### src/hw/rtl/a2b_pkg.sv
package a2b_pkg;

	localparam logic [7:0] TABLE_SIZE = 8'd91;
	localparam logic [4:0] CODE_FIGS  = 5'd27;
	localparam logic [4:0] CODE_LTRS  = 5'd31;

	typedef enum logic [1:0] {
		SH_UNKNOWN = 2'd0,
		SH_LTRS    = 2'd1,
		SH_FIGS    = 2'd2
	} shift_t;

	typedef struct packed {
		logic       figs;
		logic [4:0] code;
	} entry_t;

	// Decision for one character, handed from the decoder to the output logic.
	typedef struct packed {
		logic       drop;
		logic       emit_shift;
		logic [4:0] shift_code;
		logic [4:0] char_code;
		shift_t     next_shift;
	} decode_t;

	function automatic entry_t lookup(input logic [6:0] idx);
		entry_t e;
		e = '{figs: 1'b0, code: 5'd0};
		case (idx)
			7'h07: e = '{figs: 1'b1, code: 5'd11};
			7'h0A: e = '{figs: 1'b0, code: 5'd2};
			7'h0D: e = '{figs: 1'b0, code: 5'd8};
			7'h20: e = '{figs: 1'b0, code: 5'd4};
			7'h21: e = '{figs: 1'b1, code: 5'd13};
			7'h22: e = '{figs: 1'b1, code: 5'd17};
			7'h23: e = '{figs: 1'b1, code: 5'd20};
			7'h24: e = '{figs: 1'b1, code: 5'd9};
			7'h26: e = '{figs: 1'b1, code: 5'd26};
			7'h28: e = '{figs: 1'b1, code: 5'd15};
			7'h29: e = '{figs: 1'b1, code: 5'd18};
			7'h2B: e = '{figs: 1'b1, code: 5'd17};
			7'h2C: e = '{figs: 1'b1, code: 5'd12};
			7'h2D: e = '{figs: 1'b1, code: 5'd3};
			7'h2E: e = '{figs: 1'b1, code: 5'd28};
			7'h2F: e = '{figs: 1'b1, code: 5'd29};
			7'h30: e = '{figs: 1'b1, code: 5'd22};
			7'h31: e = '{figs: 1'b1, code: 5'd23};
			7'h32: e = '{figs: 1'b1, code: 5'd19};
			7'h33: e = '{figs: 1'b1, code: 5'd1};
			7'h34: e = '{figs: 1'b1, code: 5'd10};
			7'h35: e = '{figs: 1'b1, code: 5'd16};
			7'h36: e = '{figs: 1'b1, code: 5'd21};
			7'h37: e = '{figs: 1'b1, code: 5'd7};
			7'h38: e = '{figs: 1'b1, code: 5'd6};
			7'h39: e = '{figs: 1'b1, code: 5'd24};
			7'h3A: e = '{figs: 1'b1, code: 5'd14};
			7'h3B: e = '{figs: 1'b1, code: 5'd30};
			7'h3F: e = '{figs: 1'b1, code: 5'd25};
			7'h41: e = '{figs: 1'b0, code: 5'd3};
			7'h42: e = '{figs: 1'b0, code: 5'd25};
			7'h43: e = '{figs: 1'b0, code: 5'd14};
			7'h44: e = '{figs: 1'b0, code: 5'd9};
			7'h45: e = '{figs: 1'b0, code: 5'd1};
			7'h46: e = '{figs: 1'b0, code: 5'd13};
			7'h47: e = '{figs: 1'b0, code: 5'd26};
			7'h48: e = '{figs: 1'b0, code: 5'd20};
			7'h49: e = '{figs: 1'b0, code: 5'd6};
			7'h4A: e = '{figs: 1'b0, code: 5'd11};
			7'h4B: e = '{figs: 1'b0, code: 5'd15};
			7'h4C: e = '{figs: 1'b0, code: 5'd18};
			7'h4D: e = '{figs: 1'b0, code: 5'd28};
			7'h4E: e = '{figs: 1'b0, code: 5'd12};
			7'h4F: e = '{figs: 1'b0, code: 5'd24};
			7'h50: e = '{figs: 1'b0, code: 5'd22};
			7'h51: e = '{figs: 1'b0, code: 5'd23};
			7'h52: e = '{figs: 1'b0, code: 5'd10};
			7'h53: e = '{figs: 1'b0, code: 5'd5};
			7'h54: e = '{figs: 1'b0, code: 5'd16};
			7'h55: e = '{figs: 1'b0, code: 5'd7};
			7'h56: e = '{figs: 1'b0, code: 5'd30};
			7'h57: e = '{figs: 1'b0, code: 5'd19};
			7'h58: e = '{figs: 1'b0, code: 5'd29};
			7'h59: e = '{figs: 1'b0, code: 5'd21};
			7'h5A: e = '{figs: 1'b0, code: 5'd17};
			default: e = '{figs: 1'b0, code: 5'd0};
		endcase
		return e;
	endfunction

endpackage

### src/hw/rtl/ascii_to_baudot_encoder_core.sv
// Channel  Direction  Payload
// s_axis   in         tdata[7:0] = char_in, tuser[0] = start_of_message
// m_axis   out        tdata[4:0] = baudot_out (upper bits zero), tlast = last_of_run
//
// A character that needs no shift change gives one word; one that inserts a
// FIGS or LTRS word gives the shift word first and then the character word.
// The first output word passes through the input register and then the output register.
// Reset clears the valid flags and sets the shift to unknown.
// While the output stalls or a character word is pending, a full input register holds and s_axis_tready drops.
module ascii_to_baudot_encoder_core (
	input  logic       clk,
	input  logic       arst_n,
	input  logic       s_axis_tvalid,
	output logic       s_axis_tready,
	input  logic [7:0] s_axis_tdata,   // [7:0] char_in
	input  logic       s_axis_tuser,   // [0] start_of_message
	output logic       m_axis_tvalid,
	input  logic       m_axis_tready,
	output logic [7:0] m_axis_tdata,   // [4:0] baudot_out, [7:5] zero
	output logic       m_axis_tlast    // last_of_run
);

	logic             valid_s1;
	logic [7:0]       char_s1;
	logic             som_s1;
	a2b_pkg::shift_t  shift_q;
	a2b_pkg::decode_t dec;

	logic             out_valid_q;
	logic [4:0]       out_code_q;
	logic             out_last_q;
	logic             pend_valid_q;
	logic [4:0]       pend_code_q;

	logic             out_free;
	logic             advance;

	a2b_decode u_decode (
		.char_in          (char_s1),
		.start_of_message (som_s1),
		.shift_cur        (shift_q),
		.dec              (dec)
	);

	assign out_free      = !out_valid_q || m_axis_tready;
	// The held character word must go out before a new input word is decoded.
	assign advance       = out_free && !pend_valid_q;
	assign s_axis_tready = !valid_s1 || advance;

	always_ff @(posedge clk or negedge arst_n) begin
		if (!arst_n) begin
			valid_s1 <= 1'b0;
		end else if (s_axis_tready) begin
			valid_s1 <= s_axis_tvalid;
		end
	end

	always_ff @(posedge clk) begin
		if (s_axis_tready && s_axis_tvalid) begin
			char_s1 <= s_axis_tdata;
			som_s1  <= s_axis_tuser;
		end
	end

	always_ff @(posedge clk or negedge arst_n) begin
		if (!arst_n) begin
			shift_q      <= a2b_pkg::SH_UNKNOWN;
			out_valid_q  <= 1'b0;
			pend_valid_q <= 1'b0;
		end else if (out_free) begin
			if (pend_valid_q) begin
				out_valid_q  <= 1'b1;
				pend_valid_q <= 1'b0;
			end else if (valid_s1) begin
				shift_q      <= dec.next_shift;
				out_valid_q  <= !dec.drop;
				pend_valid_q <= dec.emit_shift;
			end else begin
				out_valid_q <= 1'b0;
			end
		end
	end

	always_ff @(posedge clk) begin
		if (out_free) begin
			if (pend_valid_q) begin
				out_code_q <= pend_code_q;
				out_last_q <= 1'b1;
			end else if (valid_s1) begin
				out_code_q  <= dec.emit_shift ? dec.shift_code : dec.char_code;
				out_last_q  <= !dec.emit_shift;
				pend_code_q <= dec.char_code;
			end
		end
	end

	assign m_axis_tvalid = out_valid_q;
	assign m_axis_tdata  = {3'b000, out_code_q};
	assign m_axis_tlast  = out_last_q;

endmodule

### src/hw/rtl/a2b_decode.sv
module a2b_decode (
	input  logic [7:0]       char_in,
	input  logic             start_of_message,
	input  a2b_pkg::shift_t  shift_cur,
	output a2b_pkg::decode_t dec
);

	a2b_pkg::entry_t entry;
	a2b_pkg::shift_t base_shift;
	a2b_pkg::shift_t need;
	logic            in_range;

	assign in_range = char_in < a2b_pkg::TABLE_SIZE;
	assign entry    = a2b_pkg::lookup(char_in[6:0]);
	assign need     = entry.figs ? a2b_pkg::SH_FIGS : a2b_pkg::SH_LTRS;

	// A start flag forgets the shift even when the byte itself is dropped.
	assign base_shift = start_of_message ? a2b_pkg::SH_UNKNOWN : shift_cur;

	always_comb begin
		dec.drop       = !in_range || (entry.code == 5'd0);
		dec.emit_shift = !dec.drop && (base_shift != need);
		dec.shift_code = entry.figs ? a2b_pkg::CODE_FIGS : a2b_pkg::CODE_LTRS;
		dec.char_code  = entry.code;
		dec.next_shift = dec.drop ? base_shift : need;
	end

endmodule
### config.mk
export PLATFORM = sky130hd
export DESIGN_NAME = ascii_to_baudot_encoder_core
export DESIGN_NICKNAME = d
export VERILOG_FILES = /design/src/hw/rtl/a2b_pkg.sv /design/src/hw/rtl/ascii_to_baudot_encoder_core.sv /design/src/hw/rtl/a2b_decode.sv
export SDC_FILE = /design/constraint.sdc
export NUM_CORES = 1
export LEC_CHECK = 0
export BUFFER_PORTS_ARGS = -buffer_cell sky130_fd_sc_hd__buf_2
export CORE_ASPECT_RATIO = 0.7
export CORE_UTILIZATION = 45
export CTS_BUF_LIST = sky130_fd_sc_hd__clkbuf_16
export CTS_CLUSTER_DIAMETER = 60
export DETAILED_ROUTE_END_ITERATION = 16
export GPL_TIMING_DRIVEN = 0
export PLACE_DENSITY_LB_ADDON = 0.15
export REMOVE_ABC_BUFFERS = 1
export SYNTH_ARGS = -nofsm -noshare
export SYNTH_HDL_FRONTEND = slang
export SYNTH_SLANG_ARGS = --single-unit
### constraint.sdc
create_clock -name clk -period 3.5 [get_ports clk]
set_clock_uncertainty 0.2 [all_clocks]
set_input_delay 0.175 -clock clk [delete_from_list [all_inputs] [get_ports clk]]
set_output_delay 0.175 -clock clk [all_outputs]
set_load 0.005 [all_outputs]
==> results of run 1 <==
## state kept, by name, indices dropped and copies added (netlist names), 2 cells and up
register and cells:
shift_q 2, pend_code_q 5, char_s1 8, u_decode.entry 6, out_code_q 5
## per-layer routing
| layer | vias up | GRT usage [%] | share of wire, % |
|---|---|---|---|
| met4 | 0 | 4.29 | 0.54 |
| met1 | 988 | 38.4 | 49 |
| met2 | 116 | 33.6 | 41 |
| met5 | - | 0 | 0 |
| met3 | 4 | 8.04 | 10 |
| li1 | 1014 | - | - |
## worst max path at each step
| stage | from | end | slack [ns] | cells past startpoint |
|---|---|---|---|---|
| finish | s_axis_tvalid | u_decode.entry[2] | 0.19 | 14 |
| global route | s_axis_tvalid | u_decode.entry[2] | -0.01 | 14 |
| floorplan | pend_valid_q | u_decode.entry[2] | -0.20 | 12 |
| detailed placement | pend_valid_q | u_decode.entry[2] | -1.08 | 12 |
| CTS | s_axis_tvalid | u_decode.entry[2] | 0.006 | 14 |
| global placement | pend_valid_q | u_decode.entry[2] | -1.0 | 12 |
## power by group through the flow
| stage | sequential, mW | clock, mW | combinational (mW) |
|---|---|---|---|
| global route | 0.740 | 0.505 | 1.09 |
| CTS | 0.711 | 0.488 | 0.943 |
| global placement | 0.709 | 0 | 0.903 |
| floorplan | 0.684 | 0 | 0.641 |
| finish | 0.717 | 0.483 | 0.991 |
| detailed placement | 0.714 | 0 | 0.903 |
## per-stage QoR
step | hold WS, ns | instances
after floorplan | -0.321 | 249
after global placement | -0.203 | 338
after detailed placement | -0.203 | 338
after CTS | 0.00764 | 355
after global routing | 0.0491 | 355
final | 0.0383 | 355
## cell usage in the layout, fill, tap and decap left out, types with 2 or more instances in the layout
cell	netlist	routed
nand2_1	31	31
nor2_1	25	25
a21oi_1	24	24
edfxtp_1	20	20
buf_2	4	20
o21ai_0	19	19
nor3_1	9	9
ha_1	10	9
nand2b_1	8	8
nor2b_1	8	7
dlygate4sd3_1	0	7
inv_1	6	6
mux2i_1	8	6
nand3b_1	6	6
nand3_1	6	6
dfxtp_1	6	6
a31oi_1	5	5
clkbuf_16	0	5
o221ai_1	4	4
dfrtp_1	5	4
a221oi_1	3	3
a2111oi_2	1	3
o22ai_1	3	3
o211ai_1	3	3
conb_1	1	3
mux2_2	2	2
nor3b_1	2	2
o31ai_1	2	2
and3_1	2	2
## cell families after synthesis
kind of cell | count (synthesis) | synth area share, %
compound gates | 85 | 25.0
xor+xnor | 1 | 0.387
fa+ha+maj | 10 | 5.52
buf+inv | 27 | 5.19
flops | 31 | 37.3
mux | 11 | 5.19
other cells | 1 | 0.166
simple gates | 100 | 21.2
## worst reg2reg max path, cell delays in order (launching register included)
cell       delay (ns)
dfrtp_2          0.51
nor2b_2          0.13
a21oi_4          0.25
inv_4            0.19
nand2_1          0.12
a21boi_4         0.28
inv_1            0.18
ha_2             0.29
a2111oi_2        0.39
nor2_1           0.12
a21oi_1          0.19
a2111oi_2        0.05
a31o_1           0.20
## what timing repair did
item                       CTS  global route
hold buffers                 7             0
pin swaps                    1             0
buffers inserted             1             0
gates resized for setup      4             9
gates cloned                 1             0
setup endpoints to repair    6             6
hold endpoints to repair    11             0
## final cells by class
| class | instances | area share [%] |
|---|---|---|
| Clock buffer | 5 | 4.69 |
| Multi-Input combinational cell | 211 | 51.0 |
| Tap cell | 69 | 3.23 |
| Inverter | 8 | 1.22 |
| Timing Repair Buffer | 28 | 6.65 |
| Clock inverter | 3 | 1.45 |
| Sequential cell | 31 | 31.7 |
==> impl_metrics.sql, run 1 <==
INSERT INTO impl_metrics (metric_group, metric, value, unit) VALUES
('die', 'floorplan.die_area', '0.00533', 'sq mm'),
('worst_setup_path', 'crit_family', 'compound AO/OA/AOI/OAI gates', ''),
('worst_setup_path', 'r2r_slack', '0.30', 'ns'),
('power_and_ir_drop', 'seq_power_share', '32.7', '%'),
('worst_setup_path', 'cp_slowest_stage_delay', '0.53', 'ns'),
('global_routing', 'global_route.usage.total', '24.9', '%'),
('routing', 'num_vias', '2122', ''),
('worst_setup_path', 'worstSetupEndpointType', 'flop', ''),
('clock_network', 'cts-root-buf', 'clkbuf_16', ''),
('worst_setup_path', 'cp_max_fo', '25', ''),
('worst_setup_path', 'worst_r2r_endpoint', 'u_decode.entry[2]', ''),
('worst_setup_path', 'data_required_time_at_the_worst_endpoint', '3.47', 'ns'),
('worst_setup_path', 'startpoint_type', 'primary input', ''),
('power_and_ir_drop', 'power.density_cell_area', '821', 'mW/mm^2'),
('placement', 'buffer_ports.inserted', '20', ''),
('sta', 'tightestPinTransition', '0.924', 'ns'),
('final_layout', 'area_delta_synth_final', '17.9', '%'),
('worst_setup_path', 'worstReg2RegStart', 'pend_valid_q', ''),
('power_and_ir_drop', 'total_leakage_power', '1.01', 'nW'),
('synthesis', 'yosysMostFrequentCell', 'nand2_1', ''),
('final_layout', 'finish.instance_area', '0.00267', 'sq mm'),
('power_and_ir_drop', 'share_of_total_power_in_combinational_logic', '45.2', '%'),
('synthesis', 'netlist_top_cells_area', 'edfxtp_1 27%, dfrtp_1 5.5%, ha_1 5.5%', ''),
('routing', 'drt_iter0_markers', '251', ''),
('synthesis', 'postSynthCellCount', '266', ''),
('routing', 'antenna_violation_net_count_after_detailed_routing', '0', ''),
('die', 'io-pin-count', '24', ''),
('power_and_ir_drop', 'fin_total_pwr', '2.19', 'mW'),
('routing', 'wl_per_cell', '17.9', 'um'),
('clock_network', 'cts.sink_count', '31', ''),
('global_routing', 'first_global_vias', '1839', ''),
('worst_setup_path', 'worstPathCellList', 'dlygate4sd3_1, buf_2, nor2b_2, a21oi_4, inv_4, nand2_1, a21boi_4, inv_1, ha_2, a2111oi_2, nor2_1, a21oi_1, a2111oi_2, a31o_1', ''),
('final_layout', 'utilization', '55.5', '%'),
('sta', 'fin_setup_tns', '0', 'ns'),
('power_and_ir_drop', 'power_report.internal_total', '1.29', 'mW'),
('synthesis', 'synth_top_cells_by_count', '31 x nand2_1, 25 x nor2_1, 24 x a21oi_1', ''),
('status', 'outcome', 'finished, final reports clean', ''),
('hold_path', 'worstHoldPathCells', '1', ''),
('synthesis', 'synth.yosys.seq_area_share', '37.3', '%'),
('flow_run', 'max_cap_violations', '0', ''),
('placement', 'gp_congestion', '0.875', ''),
('routing', 'detailed_routing_iteration_count_for_the_pre_antenna_repair_pass', '5', ''),
('final_layout', 'multi_input_comb_area', '0.00136', 'sq mm'),
('synthesis', 'synth-async-reset-ratio', '16.1', '%'),
('worst_setup_path', 'criticalPathCategory', 'primary input to flop', ''),
('sta', 'post-route-period-util', '94.6', '%'),
('synthesis', 'mappedNetlistArea', '0.00226', 'sq mm'),
('placement', 'placed_area', '0.00237', 'sq mm'),
('hold_path', 'hold_path_class', 'primary input to flop', ''),
('clock_network', 'clk_pin_slew', '0.05', 'ns'),
('synthesis', 'avgSynthCellArea', '8.51', 'sq um'),
('global_routing', 'grt_antenna_before_repair', '0', ''),
('routing', 'remaining_drc_errors', '0', ''),
('sta', 'worst_slack', '0.189', 'ns'),
('sta', 'finalSetupViolations', '0', ''),
('synthesis', 'cell_type_contributing_the_most_total_cell_area_after_synthesis', 'edfxtp_1', ''),
('synthesis', 'synth-edff-count', '20', ''),
('worst_setup_path', 'cp_data_arrival_time', '3.28', 'ns'),
('clock_network', 'numCtsBuffers', '5', ''),
('die', 'die_w', '86.8', 'um'),
('clock_network', 'clkLatencyLatePin', '0.27', 'ns'),
('routing', 'viasPerCell', '5.98', ''),
('worst_setup_path', 'critical_path.n_buffers_inverters', '4', ''),
('final_layout', 'fillCellCount', '459', ''),
('final_layout', 'antennaDiodeCount', '0', ''),
('synthesis', 'synth_cell_type_count', '56', ''),
('sta', 'final_max_slew_viol_count', '0', ''),
('placement', 'pre_cts_ws', '-1.08', 'ns'),
('power_and_ir_drop', 'switching_share', '41.3', '%'),
('die', 'dieHeight', '61.4', 'um'),
('global_routing', 'overflow', '0', '');
(Power assumes the default switching activity.)
==> run 2, diff against run 1 <==
--- a/config.mk
+++ b/config.mk
@@ -16,4 +16,5 @@
 export REMOVE_ABC_BUFFERS = 1
 export SYNTH_ARGS = -nofsm -noshare
 export SYNTH_HDL_FRONTEND = slang
+export SYNTH_HIERARCHICAL = 1
 export SYNTH_SLANG_ARGS = --single-unit
==> run 2 against run 1 <==
Net effect: synthesized cell count down 23%; area after synthesis down 11%; highest routed layer unchanged; core utilization up 2.2 points; setup slack worse by 0.014 ns; largest cell class unchanged; fmax down 0.41%; critical path type is now flop to flop.
==> impl_metrics.sql, run 2 <==
INSERT INTO impl_metrics (metric_group, metric, value, unit) VALUES
('clock_network', 'numCtsBuffers', '3', ''),
('power_and_ir_drop', 'total_leakage_power', '0.934', 'nW'),
('sta', 'worst_slack', '0.176', 'ns'),
('die', 'die_w', '82.1', 'um'),
('routing', 'detailed_routing_iteration_count_for_the_pre_antenna_repair_pass', '4', ''),
('global_routing', 'grt_first_pass_wirelength', '7730', 'um'),
('synthesis', 'yosysMostFrequentCell', 'edfxtp_1', ''),
('worst_setup_path', 'worstSetupEndpointType', 'flop', ''),
('global_routing', 'grt_antenna_before_repair', '0', ''),
('final_layout', 'layout_common_cells', '20 x edfxtp_1, 20 x buf_2, 15 x nand2_1', ''),
('placement', 'gp_congestion', '0.874', ''),
('synthesis', 'mappedNetlistArea', '0.00202', 'sq mm'),
('synthesis', 'avgSynthCellArea', '9.90', 'sq um'),
('synthesis', 'yosys_warnings', '6', ''),
('final_layout', 'largest-register', 'char_s1', ''),
('die', 'floorplan.rows', '19', ''),
('routing', 'num_vias', '1678', ''),
('die', 'io-pin-count', '24', ''),
('placement', 'pre_cts_ws', '-0.540', 'ns'),
('clock_network', 'clk_pin_slew', '0.06', 'ns'),
('power_and_ir_drop', 'power.density_cell_area', '562', 'mW/mm^2'),
('worst_setup_path', 'startpoint_type', 'flop', ''),
('global_routing', 'first_global_vias', '1537', ''),
('synthesis', 'synth-async-reset-ratio', '20.0', '%'),
('routing', 'wl_per_cell', '16.5', 'um'),
('final_layout', 'drive_gt1_share', '25.3', '%'),
('sta', 'fin_setup_tns', '0', 'ns'),
('synthesis', 'synth.yosys.seq_area_share', '35.9', '%'),
('placement', 'post-dp-hpwl', '3020', 'um'),
('routing', 'remaining_drc_errors', '0', ''),
('synthesis', 'ys_seq_elements', '25', ''),
('routing', 'wirelength', '4760', 'um'),
('final_layout', 'largest_register_ffs', '8', ''),
('final_layout', 'area_delta_synth_final', '17.6', '%'),
('global_routing', 'global_route.usage.total', '21.8', '%'),
('worst_setup_path', 'worstReg2RegStart', 'char_s1[1]', ''),
('die', 'dieHeight', '58.1', 'um'),
('routing', 'antenna_violation_net_count_after_detailed_routing', '0', ''),
('synthesis', 'cell_type_contributing_the_most_total_cell_area_after_synthesis', 'edfxtp_1', ''),
('final_layout', 'multi_input_comb_area', '0.00114', 'sq mm'),
('synthesis', 'synth-edff-count', '20', ''),
('status', 'outcome', 'finished, final reports clean', ''),
('routing', 'wl_met3', '405', 'um'),
('final_layout', 'design.final.nets', '261', ''),
('placement', 'placed_area', '0.00205', 'sq mm'),
('sta', 'final.min_clock_period', '3.32', 'ns'),
('flow_run', 'max_cap_violations', '0', ''),
('clock_network', 'cts-root-buf', 'clkbuf_16', ''),
('placement', 'buffer_ports.inserted', '20', ''),
('routing', 'drt_iter0_markers', '206', ''),
('routing', 'viasPerCell', '5.81', ''),
('final_layout', 'utilization', '57.7', '%'),
('routing', 'topRoutingLayerUsed', 'met4', ''),
('clock_network', 'clkLatencyLatePin', '0.26', 'ns'),
('die', 'core-area', '0.00411', 'sq mm'),
('synthesis', 'netlist_top_cells_area', 'edfxtp_1 30%, dfrtp_1 6.2%, ha_1 6.2%', ''),
('sta', 'timing_hold_violations_final', '0', ''),
('sta', 'post-route-period-util', '95.0', '%'),
('die', 'floorplan.initialDensity', '49.1', '%'),
('final_layout', 'layout.area.seq', '726', 'sq um'),
('synthesis', 'synth_top_area_share', '29.7', '%'),
('placement', 'dp_cells', '259', ''),
('sta', 'rsz0062_at_grt', 'false', ''),
('final_layout', 'fillCellCount', '360', ''),
('sta', 'tightestPinTransition', '0.662', 'ns'),
('die', 'floorplan.die_area', '0.00476', 'sq mm'),
('worst_setup_path', 'cp_data_arrival_time', '3.11', 'ns'),
('final_layout', 'antennaDiodeCount', '0', ''),
('sta', 'finalSetupViolations', '0', ''),
('worst_setup_path', 'r2r_slack', '0.18', 'ns'),
('sta', 'fin_worst_hold_slack', '0.0588', 'ns'),
('final_layout', 'finish.instance_area', '0.00237', 'sq mm'),
('sta', 'final_max_slew_viol_count', '0', ''),
('worst_setup_path', 'criticalPathCategory', 'flop to flop', ''),
('clock_network', 'tritoncts', 'built', ''),
('clock_network', 'cts.sink_count', '25', ''),
('synthesis', 'synth_top_cells_by_count', '20 x edfxtp_1, 15 x nand2_1, 11 x nor2_1', ''),
('final_layout', 'biggestRegsByFlops', 'char_s1 (8), out_code_q (5), pend_code_q (5)', ''),
('hold_path', 'hold_path_class', 'primary input to asynchronous set/reset pin', ''),
('synthesis', 'synthFlopType', 'edfxtp_1', ''),
('worst_setup_path', 'cp_max_fo', '11', ''),
('clock_network', 'clock_tree.buffer_depth', '2', ''),
('global_routing', 'grt_start_max_net_pins', '30', ''),
('final_layout', 'layout.cells.non_filler', '289', ''),
('worst_setup_path', 'setup.worst_path.start', 'char_s1[1]', ''),
('routing', 'wire_length_on_met1', '2200', 'um'),
('synthesis', 'synth_cell_type_count', '61', ''),
('sta', 'max_freq', '301', 'MHz'),
('routing', 'routed-wl-met2', '2150', 'um'),
('worst_setup_path', 'data_required_time_at_the_worst_endpoint', '3.28', 'ns'),
('global_routing', 'overflow', '0', ''),
('power_and_ir_drop', 'vdd_ir_max', '0.487', 'mV'),
('synthesis', 'postSynthCellCount', '204', ''),
('sta', 'slew_headroom', '55.8', '%'),
('clock_network', 'h-tree-depth', '1', ''),
('power_and_ir_drop', 'fin_total_pwr', '1.33', 'mW');
==> run 2: changes by cell type after synthesis, moves of 9 or more <==
cell / change
nor2_1: -14
nand2_1: -16
clkbuf_1: -10
a21oi_1: -17
o21ai_0: -9
==> run 2: critical path, cell delays in order (launching register included) <==
cell	delay (ns)
edfxtp_1	0.44
buf_4	0.18
buf_4	0.18
ha_1	0.26
nor2_1	0.15
nor2_1	0.10
nor4_1	0.35
a211o_1	0.23
nor3_2	0.08
a211oi_4	0.34
o21a_4	0.24
mux2i_1	0.20
o21ai_0	0.10
==> run 2: layout make-up <==
class	instances	area share, %
Multi-Input combinational cell	153	47.9
Sequential cell	25	30.6
Timing Repair Buffer	46	13.9
Clock buffer	3	3.16
Tap cell	52	2.74
Inverter	9	1.42
Clock inverter	1	0.316
==> run 2: path summary, 6_finish.rpt <==
kind                                       to  cells past startpoint
worst min-delay path                 valid_s1                      2
worst max-delay path            out_code_q[2]                     12
worst min register to register  out_code_q[4]                      2
max in group asynchronous       m_axis_tvalid                      2
min in group clk                m_axis_tvalid                      4
worst max register to register  out_code_q[2]                     12
==> run 2: repair_timing <==
| item | CTS | global route |
|---|---|---|
| gates resized for setup | 2 | 3 |
| hold endpoints to repair | 15 | 0 |
| endpoints found under the setup margin | 9 | 7 |
| pin swaps | 0 | 3 |
| setup buffers | 7 | 8 |
| hold buffers | 11 | 0 |
==> run 2: cells by family (layout without fill, tap and decap cells) <==
logic type / after synthesis / in the layout / share of synthesized area [%]
and+or+nand+nor: 67 / 67 / 19.0
AOI/OAI and AO/OA: 55 / 55 / 21.3
buffers and inverters: 31 / 59 / 9.42
DFF: 25 / 25 / 35.9
muxes: 14 / 14 / 7.81
adders and majority gates: 10 / 10 / 6.20
other: 2 / 7 / 0.372
==> run 2: per-layer routing <==
metal / vias to the layer above / global-route usage, %
li1: 801 / -
met1: 786 / 31.6
met2: 87 / 33.8
met3: 4 / 5.35
met4: 0 / 2.51
met5: - / 0
==> run 2: where the power goes <==
group | switching, mW | total, mW | internal [mW]
registers | 0.0725 | 0.520 | 0.447
clock network | 0.101 | 0.256 | 0.155
logic | 0.304 | 0.559 | 0.254
